==> config.mk <==
export PLATFORM = sky130hd
export DESIGN_NAME = qwt_result_fifo
export DESIGN_NICKNAME = d
export VERILOG_FILES = /design/src/rtl/qwt_pkg.sv /design/src/rtl/qwt_result_fifo.sv
export SDC_FILE = /design/constraint.sdc
export NUM_CORES = 1
export LEC_CHECK = 0
export BUFFER_PORTS_ARGS = -buffer_cell sky130_fd_sc_hd__buf_2
export CORE_MARGIN = 5
export CORE_UTILIZATION = 40
export CTS_CLUSTER_SIZE = 24
export DETAILED_ROUTE_END_ITERATION = 8
export SLEW_MARGIN = 0
export SYNTH_ARGS = -nofsm -noshare
export SYNTH_HDL_FRONTEND = slang
export SYNTH_SLANG_ARGS = --single-unit
==> constraint.sdc <==
create_clock -name clk -period 4.7 [get_ports clk]
set_input_delay 0.94 -clock clk [delete_from_list [all_inputs] [get_ports clk]]
set_output_delay 0.94 -clock clk [all_outputs]
set_load 0.05 [all_outputs]
==> src/rtl/qwt_pkg.sv <==
// ----------------------------------------------------------------------------
// qwt_pkg
// Shared types and constants for the quoted word tokenizer.
// ----------------------------------------------------------------------------
package qwt_pkg;

  localparam int MAX_WORDS_DEF      = 16;
  localparam int MAX_WORD_CHARS_DEF = 127;

  // Configuration register widths and indexes
  localparam int WLIM_W = 5;
  localparam int LLIM_W = 7;
  localparam int CFG_W  = 7;

  localparam logic CFG_WORD_LIMIT   = 1'b0;
  localparam logic CFG_LENGTH_LIMIT = 1'b1;

  localparam logic [WLIM_W-1:0] WORD_LIMIT_RST   = 5'd16;
  localparam logic [LLIM_W-1:0] LENGTH_LIMIT_RST = 7'd127;

  // Input kind codes
  localparam logic KIND_CHAR = 1'b0;
  localparam logic KIND_EOL  = 1'b1;

  // Result field widths
  localparam int CHAR_W  = 8;
  localparam int IDX_W   = 4;
  localparam int TOTAL_W = 5;

  // Result queue depth (power of two, room for two beats per item)
  localparam int RQ_DEPTH = 4;

  // Character codes
  localparam logic [7:0] CH_SQUOTE = 8'h27;
  localparam logic [7:0] CH_DQUOTE = 8'h22;
  localparam logic [7:0] CH_BSLASH = 8'h5C;
  localparam logic [7:0] CH_DOLLAR = 8'h24;
  localparam logic [7:0] CH_TAB    = 8'h09;
  localparam logic [7:0] CH_SPACE  = 8'h20;
  localparam logic [7:0] CH_NL     = 8'h0A;

  typedef enum logic [1:0] {
    Q_NONE   = 2'd0,
    Q_SINGLE = 2'd1,
    Q_DOUBLE = 2'd2
  } quote_t;

  typedef enum logic [1:0] {
    ESC_NONE = 2'd0,
    ESC_BARE = 2'd1,
    ESC_DQ   = 2'd2
  } esc_t;

  typedef enum logic [1:0] {
    ST_OK       = 2'd0,
    ST_UNCLOSED = 2'd1,
    ST_TOO_LONG = 2'd2,
    ST_TOO_MANY = 2'd3
  } status_t;

  typedef enum logic [1:0] {
    RK_CHAR   = 2'd0,
    RK_END    = 2'd1,
    RK_STATUS = 2'd2
  } rkind_t;

  typedef struct packed {
    rkind_t              rkind;
    logic [CHAR_W-1:0]   ch;
    logic [IDX_W-1:0]    idx;
    logic [TOTAL_W-1:0]  total;
    status_t             status;
    logic                last;
  } result_t;

endpackage

==> src/rtl/qwt_result_fifo.sv <==
// ----------------------------------------------------------------------------
// qwt_result_fifo
// Small result queue: takes up to two beats per cycle, hands out one unless out_stall is high.
// ----------------------------------------------------------------------------
module qwt_result_fifo (
  input  logic              clk,
  input  logic              rst,
  input  logic              push_a,
  input  logic              push_b,
  input  qwt_pkg::result_t  data_a,
  input  qwt_pkg::result_t  data_b,
  output logic              room,
  output logic              out_valid,
  input  logic              out_stall,
  output qwt_pkg::result_t  head
);

  localparam int PTR_W = $clog2(qwt_pkg::RQ_DEPTH);
  localparam int CNT_W = $clog2(qwt_pkg::RQ_DEPTH + 1);

  qwt_pkg::result_t  mem [qwt_pkg::RQ_DEPTH];
  logic [PTR_W-1:0]  wr, rd, wr_b;
  logic [CNT_W-1:0]  count, n_push, n_pop;
  logic              pop;

  assign pop    = out_valid && !out_stall;
  assign wr_b   = wr + PTR_W'(1);
  assign n_push = CNT_W'(push_a) + CNT_W'(push_b);
  assign n_pop  = CNT_W'(pop);

  // leave space for a two-beat item
  assign room      = count <= CNT_W'(qwt_pkg::RQ_DEPTH - 2);
  assign out_valid = count != '0;
  assign head      = mem[rd];

  always_ff @(posedge clk) begin
    if (rst) begin
      wr    <= '0;
      rd    <= '0;
      count <= '0;
    end else begin
      wr    <= wr + PTR_W'(n_push);
      rd    <= rd + PTR_W'(pop);
      count <= count + n_push - n_pop;
    end
  end

  always_ff @(posedge clk) begin
    if (push_a) begin
      mem[wr] <= data_a;
    end
    if (push_b) begin
      mem[wr_b] <= data_b;
    end
  end

endmodule

* After elaboration in Yosys (flattened, before gate mapping)
Memories as Yosys holds them, arrays and structs flattened. A register that Yosys moved wholly into a read port is not among the register bits.
Cells that the tools add are included.
** Storage, ports and cells
- Memories :: 1
- RAM bits :: 88
- Output and inout bits :: 24
- Register bits after elaboration :: 7
- Bits of input ports :: 49
- Word-level logic and storage cells :: 19
** Memory list
- mem :: depth 4, width 22, rd ports 1, clocked after memory_dff 1, wr ports 2, line qwt_result_fifo.sv:21 : qwt_pkg::result_t mem [qwt_pkg::RQ_DEPTH];
** Cells by class
- $add $sub $neg :: 6
- $lt $le $gt $ge :: 1
- Reductions and logical operators :: 3
- Muxes and demuxes :: 5
** Operators with widths (number)
- $mux W1 :: 4
- $add A3 B2 Y3 :: 1
- $le A3 B2 Y1 const B :: 1
- $reduce_bool A3 Y1 :: 1
- $sub A3 B1 Y3 :: 1
- $add A1 B1 Y2 :: 1
- $add A2 B1 Y2 :: 1
- $add A2 B1 Y2 const B :: 1
- $add A2 B2 Y2 :: 1
- $mux W2 :: 1
- $logic_and A1 B1 Y1 :: 1
- $logic_not A1 Y1 :: 1

* Depth between registers and ports, before layout
Gate-level depths: netlist of the first run.
- Word-level depth :: 4
- Mapped depth :: 9
- Gate-level depth less buffers :: 9

* Worst setup path after synthesis of the first run
Ideal clock, no wire load.
- Kind :: input port to flip-flop
- From :: input port push_a
- To :: memory mem[0][0] in the netlist's numbering, enable pin
- Setup slack :: 1.678 ns
- Stages on the path :: 2
- Arrival :: 2.590 ns
- Buffers on the path :: 0
- Data required time :: 4.268 ns
- Library setup time :: 0.432 ns
- Cells stage by stage :: nand2b_1 o21ai_0
** RTL lines
- start: declaration :: line qwt_result_fifo.sv:8 : input logic push_a,
- end: declaration :: line qwt_result_fifo.sv:21

==> out/metrics.yaml, run 1 <==
logic_synthesis:
  synth_area_per_cell_um2: 18.3
  synth_cell_type_count: 24
  syn_area_um2: 4630
  synth_fp_nets: 309
  synthFlopType: "edfxtp_1"
  ys_warn_count: 0
  synth_edf_count: 88
  synth.yosys.seq_area_share_pct: 60.1
  synthArstFlopShare_pct: 0
  ys_ff_latch: 95
  syn_inst: 253
setup_path:
  cp-start-kind: "flop"
  r2r-end: "mem[0][11]"
  r2r-start: "wr[1]"
  cp.arrival_ns: 2.08
  cpMaxStageDelayCell: "dfxtp_2"
  critPathKind: "flop to primary output"
  cp.required_ns: 3.76
  r2r_cells: 2
  path_max_fanout: 23
  critPathBufInv: 1
  worst_path_largest_cell_delay_ns: 0.90
  path_delay_family: "flip-flops"
  critPathCaptureType: "primary output"
  path_cells: "mux4_2 -> buf_2"
  reg2reg_slack_ns: 2.36
final_layout:
  nNetsFinal: 387
  utilization_pct: 48.1
  drive_gt1_share_pct: 39.6
  nFillCells: 988
  syn_to_final_growth_pct: 18.1
  diodes: 0
  final_cell_count_no_fill: 479
min_path:
  hp-class: "flop to flop"
  hp-start: "count[0]"
  holdPathStages: 2
  worstHoldEndpoint: "count[0]"
outcome:
  status: "completed"
clock_network:
  cts_sinks: 95
  postCtsSetupRepairBufs: 0
  ctsRootBufferMaster: "clkbuf_16"
  numCtsBuffers: 9
  cts_hold_buf: 0
  cts_resized: 0
  path_clk_slew_ns: 0.06
  clk_latency_ns: 0.33
  tritoncts: "yes"
  h-tree-depth: 3
  clk_path_buf_depth: 2
die:
  rows: 39
  die_y_um: 118
  ios: 73
  die_w_um: 118
  start_util_pct: 40.8
  dieArea_um2: 13800
  core_um2: 11400
timing:
  timing.fmax_ghz: 0.331
  slew_headroom_pct: 42.4
  tightest_slew_ns: 0.864
  maxSlewViolCount: 0
  skew_ns: 0.00526
  rsz0062_at_grt: "false"
  hold_viol_final: 0
  post-route-min-period_ns: 3.02
  setup_violations: 0
  fin_crit_sh_pct: 64.2
  setup_tns_ns: 0
global_route:
  first_global_vias: 2893
  grt_max_degree: 24
  grt-ovfl-total: 0
  grt_pass1_wl_um: 15300
  grt_util_all_layers_pct: 14.2
  antenna_found_initial: 0
route:
  route.antenna.remaining_nets: 0
  drt_wl_total_um: 9420
  drc_errors: 0
  drt-initial-drc-count: 129
  drt_pass1_iterations: 4
  wl_per_cell_um: 19.7
  viasPerCell: 5.24
  dr_total_vias: 2511
power:
  max-vdd-ir-drop_v: 0.000262
  powerDensity_nw_per_um2: 508
  leakage_nw: 1.97
placement:
  place_congestion: 0.710
  portBuffers: 72
  dp_cells: 463
  place_hpwl_um: 5980
flow_run:
  drv_cap: 0
power breakdown:
group          internal [mW]  total (mW)  switching (mW)
Clock                  0.411       0.710           0.300
Sequential              1.07        1.16          0.0931
Combinational          0.335       0.905           0.570
Total                   1.82        2.78           0.963
tightest hold or removal path: stages, from the launching register on:
cell and delay (ns):
dfxtp_1 0.34, ha_1 0.13, nor2b_1 0.11
stage by stage:
step                hold slack, ns  instance area, µm²  total power [mW]  worst slack (ns)
finish                       0.618                5470              2.78              1.68
global route                 0.693                5470              2.91              1.52
CTS                          0.627                5470              2.82              1.60
detailed placement           0.613                5180              2.11              1.83
global placement             0.594                5180              2.10              1.83
floorplan                    0.573                4630              1.88              1.68
layout by cell type, fill, tap and decap left out:
cell / count
a21oi_1: 1
buf_2: 72
buf_4: 7
bufinv_16: 1
clkbuf_1: 1
clkbuf_16: 9
clkinv_2: 3
clkinv_4: 1
clkinvlp_4: 1
dfxtp_1: 6
dfxtp_2: 1
edfxtp_1: 88
fa_1: 1
ha_1: 6
inv_1: 6
mux2_1: 78
mux2_2: 10
mux2i_1: 1
mux4_2: 22
nand2b_1: 1
nand3_2: 1
nand3b_1: 2
nor2_1: 4
nor2_2: 2
nor2b_1: 4
nor3b_4: 1
o21ai_2: 1
o21ai_4: 1
or3_1: 1
xnor2_1: 1
xnor3_1: 1
xor3_1: 1
cells in the mapped netlist (2+ instances only):
library cell / instances / area, µm²
edfxtp_1: 88 / 2640
buf_4: 6 / 45.0
nor2b_1: 4 / 25.0
inv_1: 6 / 22.5
mux4_2: 22 / 495
nand3b_1: 2 / 15.0
mux2_1: 78 / 878
o21ai_0: 2 / 10.0
buf_2: 5 / 25.0
nor2_1: 6 / 22.5
ha_1: 6 / 75.1
dfxtp_1: 7 / 140
mux2_2: 10 / 113
final cells by class:
| type | count | area, µm² | share of cell area, % |
|---|---|---|---|
| Tap cell | 143 | 179 | 3.27 |
| Inverter | 6 | 22.5 | 0.411 |
| Sequential cell | 95 | 2780 | 50.9 |
| Clock inverter | 6 | 61.3 | 1.12 |
| Multi-Input combinational cell | 140 | 1790 | 32.6 |
| Clock buffer | 10 | 229 | 4.18 |
| Timing Repair Buffer | 79 | 413 | 7.54 |
kinds of logic (layout without fill, tap and decap cells):
kind of cell             Yosys count  count (layout)  share of synthesized area [%]
XOR/XNOR                           3               3                           1.19
buffers and inverters             18             101                           2.08
flip-flops                        95              95                           60.1
AO/OA/AOI/OAI                      3               3                          0.324
adder cells (fa/ha/maj)            7               7                           2.05
AND/OR/NAND/NOR                   16              16                           2.00
multiplexers                     111             111                           32.3
sequential cells by signal, summed over array words and instances, names as in the netlist:
name,flops
rd,2
mem,88
wr,2
count,3
how the worst max path moves through the flow:
stage            from        end  depth (start not counted)
2_1_floorplan  push_a  mem[0][0]                          2
3_3_place_gp   push_b  mem[0][5]                          3
4_1_cts         rd[0]   head[21]                          2
6_report        rd[0]    head[0]                          2
3_5_place_dp   push_b  mem[0][5]                          3
5_1_grt         rd[0]   head[21]                          2
layer usage:
| layer | GRT usage [%] | up-vias | part of all wire, % |
|---|---|---|---|
| met5 | 0 | - | 0 |
| met4 | 6.88 | 0 | 2.4 |
| met3 | 2.88 | 15 | 3.6 |
| met2 | 24.0 | 49 | 51 |
| met1 | 17.5 | 1267 | 43 |
| li1 | - | 1180 | - |
Note: power is estimated with default switching activity, not from simulation.
==> run 2: changes to the inputs <==
Clock period 4.7 ns to 2.91 ns, I/O delays scaled along.
==> run 2 against run 1 <==
Critical path depth up 1. Sequential cell count unchanged. Register-to-register slack worse by 1.6 ns. Largest power group unchanged. Core utilization up 1.3 points. Global-route usage down 0.11 points. First-iteration DRC count down 31%. Cell area up 2.6%. Clock skew down 0.00071 ns. Sequential power up 59%. Clock power up 97%. Non-clock buffer count up 3. Worst hold slack worse by 0.097 ns.
==> out/metrics.yaml, run 2 (synthesis results as in run 1) <==
final_layout:
  largestRegisters: "mem: 88 flops, count: 3 flops"
  nFillCells: 998
  diodes: 0
  drive_gt1_share_pct: 40.1
  final_cell_count_no_fill: 482
  largest_register_ffs: 88
  layout.cells.most_common_list: "edfxtp_1, mux2_1, buf_2, mux4_2, mux2_2"
  utilization_pct: 49.4
  layout_commonest_cell: "edfxtp_1"
  syn_to_final_growth_pct: 21.3
  nNetsFinal: 390
  regMostFlops: "mem"
timing:
  whs_ns: 0.522
  timing.fmax_ghz: 0.401
  fin_crit_sh_pct: 85.7
  skew_ns: 0.00455
  slew_headroom_pct: 41.1
  setup_violations: 0
  rsz0062_at_grt: "false"
  hold_viol_final: 0
  maxSlewViolCount: 0
  post-route-min-period_ns: 2.49
  setup_tns_ns: 0
  tightest_slew_ns: 0.879
power:
  switchingPower_mw: 1.56
  design_power_total_mw: 4.80
  power_frac_clock_pct: 29.2
  max-vdd-ir-drop_v: 0.000570
  leakage_nw: 2.04
  powerDensity_nw_per_um2: 855
  p_int_mw: 3.24
  combPwrFrac_pct: 32.5
  sw_frac_of_total_pct: 32.5
  power_frac_seq_pct: 38.3
placement:
  dp_cells: 466
  portBuffers: 72
  place_hpwl_um: 6240
  place_congestion: 0.735
global_route:
  grt-ovfl-total: 0
  first_global_vias: 2772
  antenna_found_initial: 0
  grt_util_all_layers_pct: 14.1
  grt_pass1_wl_um: 15200
  grt_max_degree: 23
clock_network:
  clk_path_buf_depth: 2
  numCtsBuffers: 9
  cts_hold_buf: 0
  cts_sinks: 95
  clk_latency_ns: 0.33
  cts_resized: 0
  h-tree-depth: 3
  postCtsSetupRepairBufs: 0
  ctsRootBufferMaster: "clkbuf_16"
  tritoncts: "yes"
  path_clk_slew_ns: 0.06
route:
  drt_pass1_iterations: 4
  wl_per_cell_um: 19.5
  drc_errors: 0
  dr_total_vias: 2499
  viasPerCell: 5.18
  route.antenna.remaining_nets: 0
  drt-initial-drc-count: 89
  drt_wl_total_um: 9410
die:
  ios: 73
  rows: 39
  die_y_um: 118
  core_um2: 11400
  start_util_pct: 40.8
  die_w_um: 118
  dieArea_um2: 13800
min_path:
  hp-class: "input port to flop"
setup_path:
  path_max_fanout: 14
  cp-start-kind: "flop"
  cp.required_ns: 2.33
  cp.arrival_ns: 1.91
  critPathCaptureType: "primary output"
  critPathKind: "flop to primary output"
outcome:
  status: "completed"
flow_run:
  drv_cap: 0
## run 2: changes by cell type in the layout (fill, tap and decap cells not counted)
| cell | previous run | this run |
|---|---|---|
| clkinv_2 | 3 | 1 |
| buf_12 | 0 | 4 |
| buf_4 | 7 | 6 |
| clkinv_4 | 1 | 0 |
| bufinv_16 | 1 | 4 |
## run 2: area by class of cell
cell class                      instances  area (µm²)  area share, %
Multi-Input combinational cell        140        1790           31.8
Timing Repair Buffer                   82         485           8.64
Tap cell                              143         179           3.18
Clock buffer                           10         229           4.08
Clock inverter                          6         133           2.36
Sequential cell                        95        2780           49.6
Inverter                                6        22.5          0.401
## run 2: power by group through the flow
| stage | Clock (mW) | Combinational [mW] | Sequential (mW) |
|---|---|---|---|
| floorplan | 0 | 1.22 | 1.81 |
| global placement | 0 | 1.58 | 1.87 |
| detailed placement | 0 | 1.58 | 1.87 |
| CTS | 1.43 | 1.59 | 1.84 |
| global route | 1.51 | 1.66 | 1.86 |
| finish | 1.40 | 1.56 | 1.84 |
## run 2: final timing paths
path / slack (ns) / from / end / cells past startpoint
min: 0.52 / rst / rd[0] / 2
min reg2reg: 0.62 / count[0] / count[0] / 2
max: 0.42 / rd[0] / head[10] / 3
max reg2reg: 0.79 / count[2] / count[2] / 9
## run 2: layer usage
metal  GRT usage, %  vias to the layer above  part of all wire [%]
met2           23.5                       41                    51
met1           18.6                     1269                    45
met3           2.26                       11                   2.8
met4           5.59                        0                   1.7
met5              0                        -                     0
li1               -                     1178                     -
## run 2: per-stage QoR
step / cell area [µm²] / setup WS [ns]
finish: 5620 / 0.415
global route: 5620 / 0.336
CTS: 5620 / 0.380
detailed placement: 5260 / 0.612
global placement: 5260 / 0.658
floorplan: 4630 / 0.246
## run 2: worst max-delay path: stages (launching register included)
cell and delay, ns:
dfxtp_2 0.57, buf_12 0.23, mux4_2 0.53, buf_2 0.23
==> run 3: changes to the inputs <==
Settings changed: CELL_PAD_IN_SITES_DETAIL_PLACEMENT from default to 1, CELL_PAD_IN_SITES_GLOBAL_PLACEMENT from default to 2, PLACE_DENSITY_LB_ADDON from default to 0.1, SLEW_MARGIN 0 to default.
==> run 3 against run 2 <==
Critical path depth is the same. Global-route usage up 1.5 points. Clock skew barely moved. Combinational power barely moved. Highest routed layer unchanged. Non-clock buffer count increased by 3. Fmax grew 3.4%. Sequential share of layout area is 1.1 points higher. Critical path type unchanged. Core utilization is 1.1 points lower. Cell area is 2.2% lower. Sequential cell count stayed put. Clock power shrank 25%. Largest cell class unchanged.
==> out/metrics.yaml, run 3 (synthesis results as in run 1) <==
outcome:
  status: "completed"
route:
  route.antenna.remaining_nets: 0
  dr_total_vias: 2534
  drc_errors: 0
  viasPerCell: 5.24
  wl_per_cell_um: 21.2
  drt_pass1_iterations: 4
  drt-initial-drc-count: 75
  drt_wl_total_um: 10200
final_layout:
  layout.cells.most_common_list: "edfxtp_1, mux2_1, buf_2, mux4_2, buf_4"
  largest_register_ffs: 88
  diodes: 0
  regMostFlops: "mem"
  layout_commonest_cell: "edfxtp_1"
  nNetsFinal: 393
  syn_to_final_growth_pct: 18.6
  largestRegisters: "mem: 88 flops, count: 3 flops"
  drive_gt1_share_pct: 39.6
clock_network:
  clk_latency_ns: 0.33
  path_clk_slew_ns: 0.06
  numCtsBuffers: 9
  cts_hold_buf: 0
  tritoncts: "yes"
  clk_path_buf_depth: 2
  postCtsSetupRepairBufs: 0
  cts_resized: 0
  ctsRootBufferMaster: "clkbuf_16"
  cts_sinks: 95
  h-tree-depth: 3
power:
  power_frac_seq_pct: 40.9
  power_frac_clock_pct: 23.5
  design_power_total_mw: 4.45
  max-vdd-ir-drop_v: 0.000405
  combPwrFrac_pct: 35.6
  leakage_nw: 1.99
  powerDensity_nw_per_um2: 810
  sw_frac_of_total_pct: 35.3
  switchingPower_mw: 1.57
  p_int_mw: 2.88
setup_path:
  worst_path_largest_cell_delay_ns: 0.55
  critPathBufInv: 2
  cp.required_ns: 2.33
  path_max_fanout: 18
  reg2reg_slack_ns: 0.82
  path_delay_family: "multiplexers"
  critPathCaptureType: "primary output"
  cp.arrival_ns: 1.83
  cpMaxStageDelayCell: "mux4_2"
  cp-start-kind: "flop"
  path_cells: "buf_12 -> mux4_2 -> buf_2"
  critPathKind: "flop to primary output"
die:
  core_um2: 11400
  dieArea_um2: 13800
  die_w_um: 118
  ios: 73
  rows: 39
  die_y_um: 118
  start_util_pct: 40.8
global_route:
  grt_pass1_wl_um: 16700
  grt-ovfl-total: 0
  grt_max_degree: 23
  antenna_found_initial: 0
  grt_util_all_layers_pct: 15.6
  first_global_vias: 2996
placement:
  portBuffers: 72
  place_congestion: 0.704
  place_hpwl_um: 6950
timing:
  setup_tns_ns: 0
  tightest_slew_ns: 0.728
  hold_viol_final: 0
  skew_ns: 0.00409
  setup_violations: 0
  maxSlewViolCount: 0
  slew_headroom_pct: 51.4
  rsz0062_at_grt: "false"
  fin_crit_sh_pct: 82.9
  post-route-min-period_ns: 2.41
  timing.fmax_ghz: 0.414
min_path:
  hp-class: "input port to flop"
flow_run:
  drv_cap: 0
-- run 3: worst paths after layout --
check | from | end | depth (start not counted)
setup / recovery | rd[0] | head[17] | 3
hold / removal | rst | rd[1] | 2
setup reg to reg | count[2] | count[2] | 9
hold reg to reg | count[0] | count[0] | 2
-- run 3: metrics by stage --
step                      instances  area [µm²]  utilization, %  hold WS [ns]  setup slack, ns
after floorplan                 253        4630               -         0.573            0.246
after global placement          469        5240            46.1         0.632            0.645
after detailed placement        469        5240            46.1         0.626            0.608
after CTS                       484        5500            48.3         0.494            0.440
after global routing            484        5500            48.3         0.505            0.421
final                           484        5500            48.3         0.498            0.497
-- run 3: final cells by class --
cell class,instances,area (µm²)
multi-input cells,140,1770
inverters,6,22.5
clock buffers,10,229
clock inverters,5,26.3
fillers,1120,5870
flip-flops and latches,95,2780
well taps,143,179
repair buffers,85,483
-- run 3: layer usage --
metal	wire, µm	track usage, %
met5	0	0
met4	148	5.59
met3	348	3.60
met2	5440	27.8
met1	4310	18.4
-- run 3: power groups by stage --
stage | logic (mW) | registers (mW) | clock network, mW
detailed placement | 1.62 | 1.85 | 0
CTS | 1.63 | 1.82 | 1.08
global route | 1.69 | 1.84 | 1.14
finish | 1.59 | 1.82 | 1.05
floorplan | 1.22 | 1.81 | 0
global placement | 1.62 | 1.85 | 0
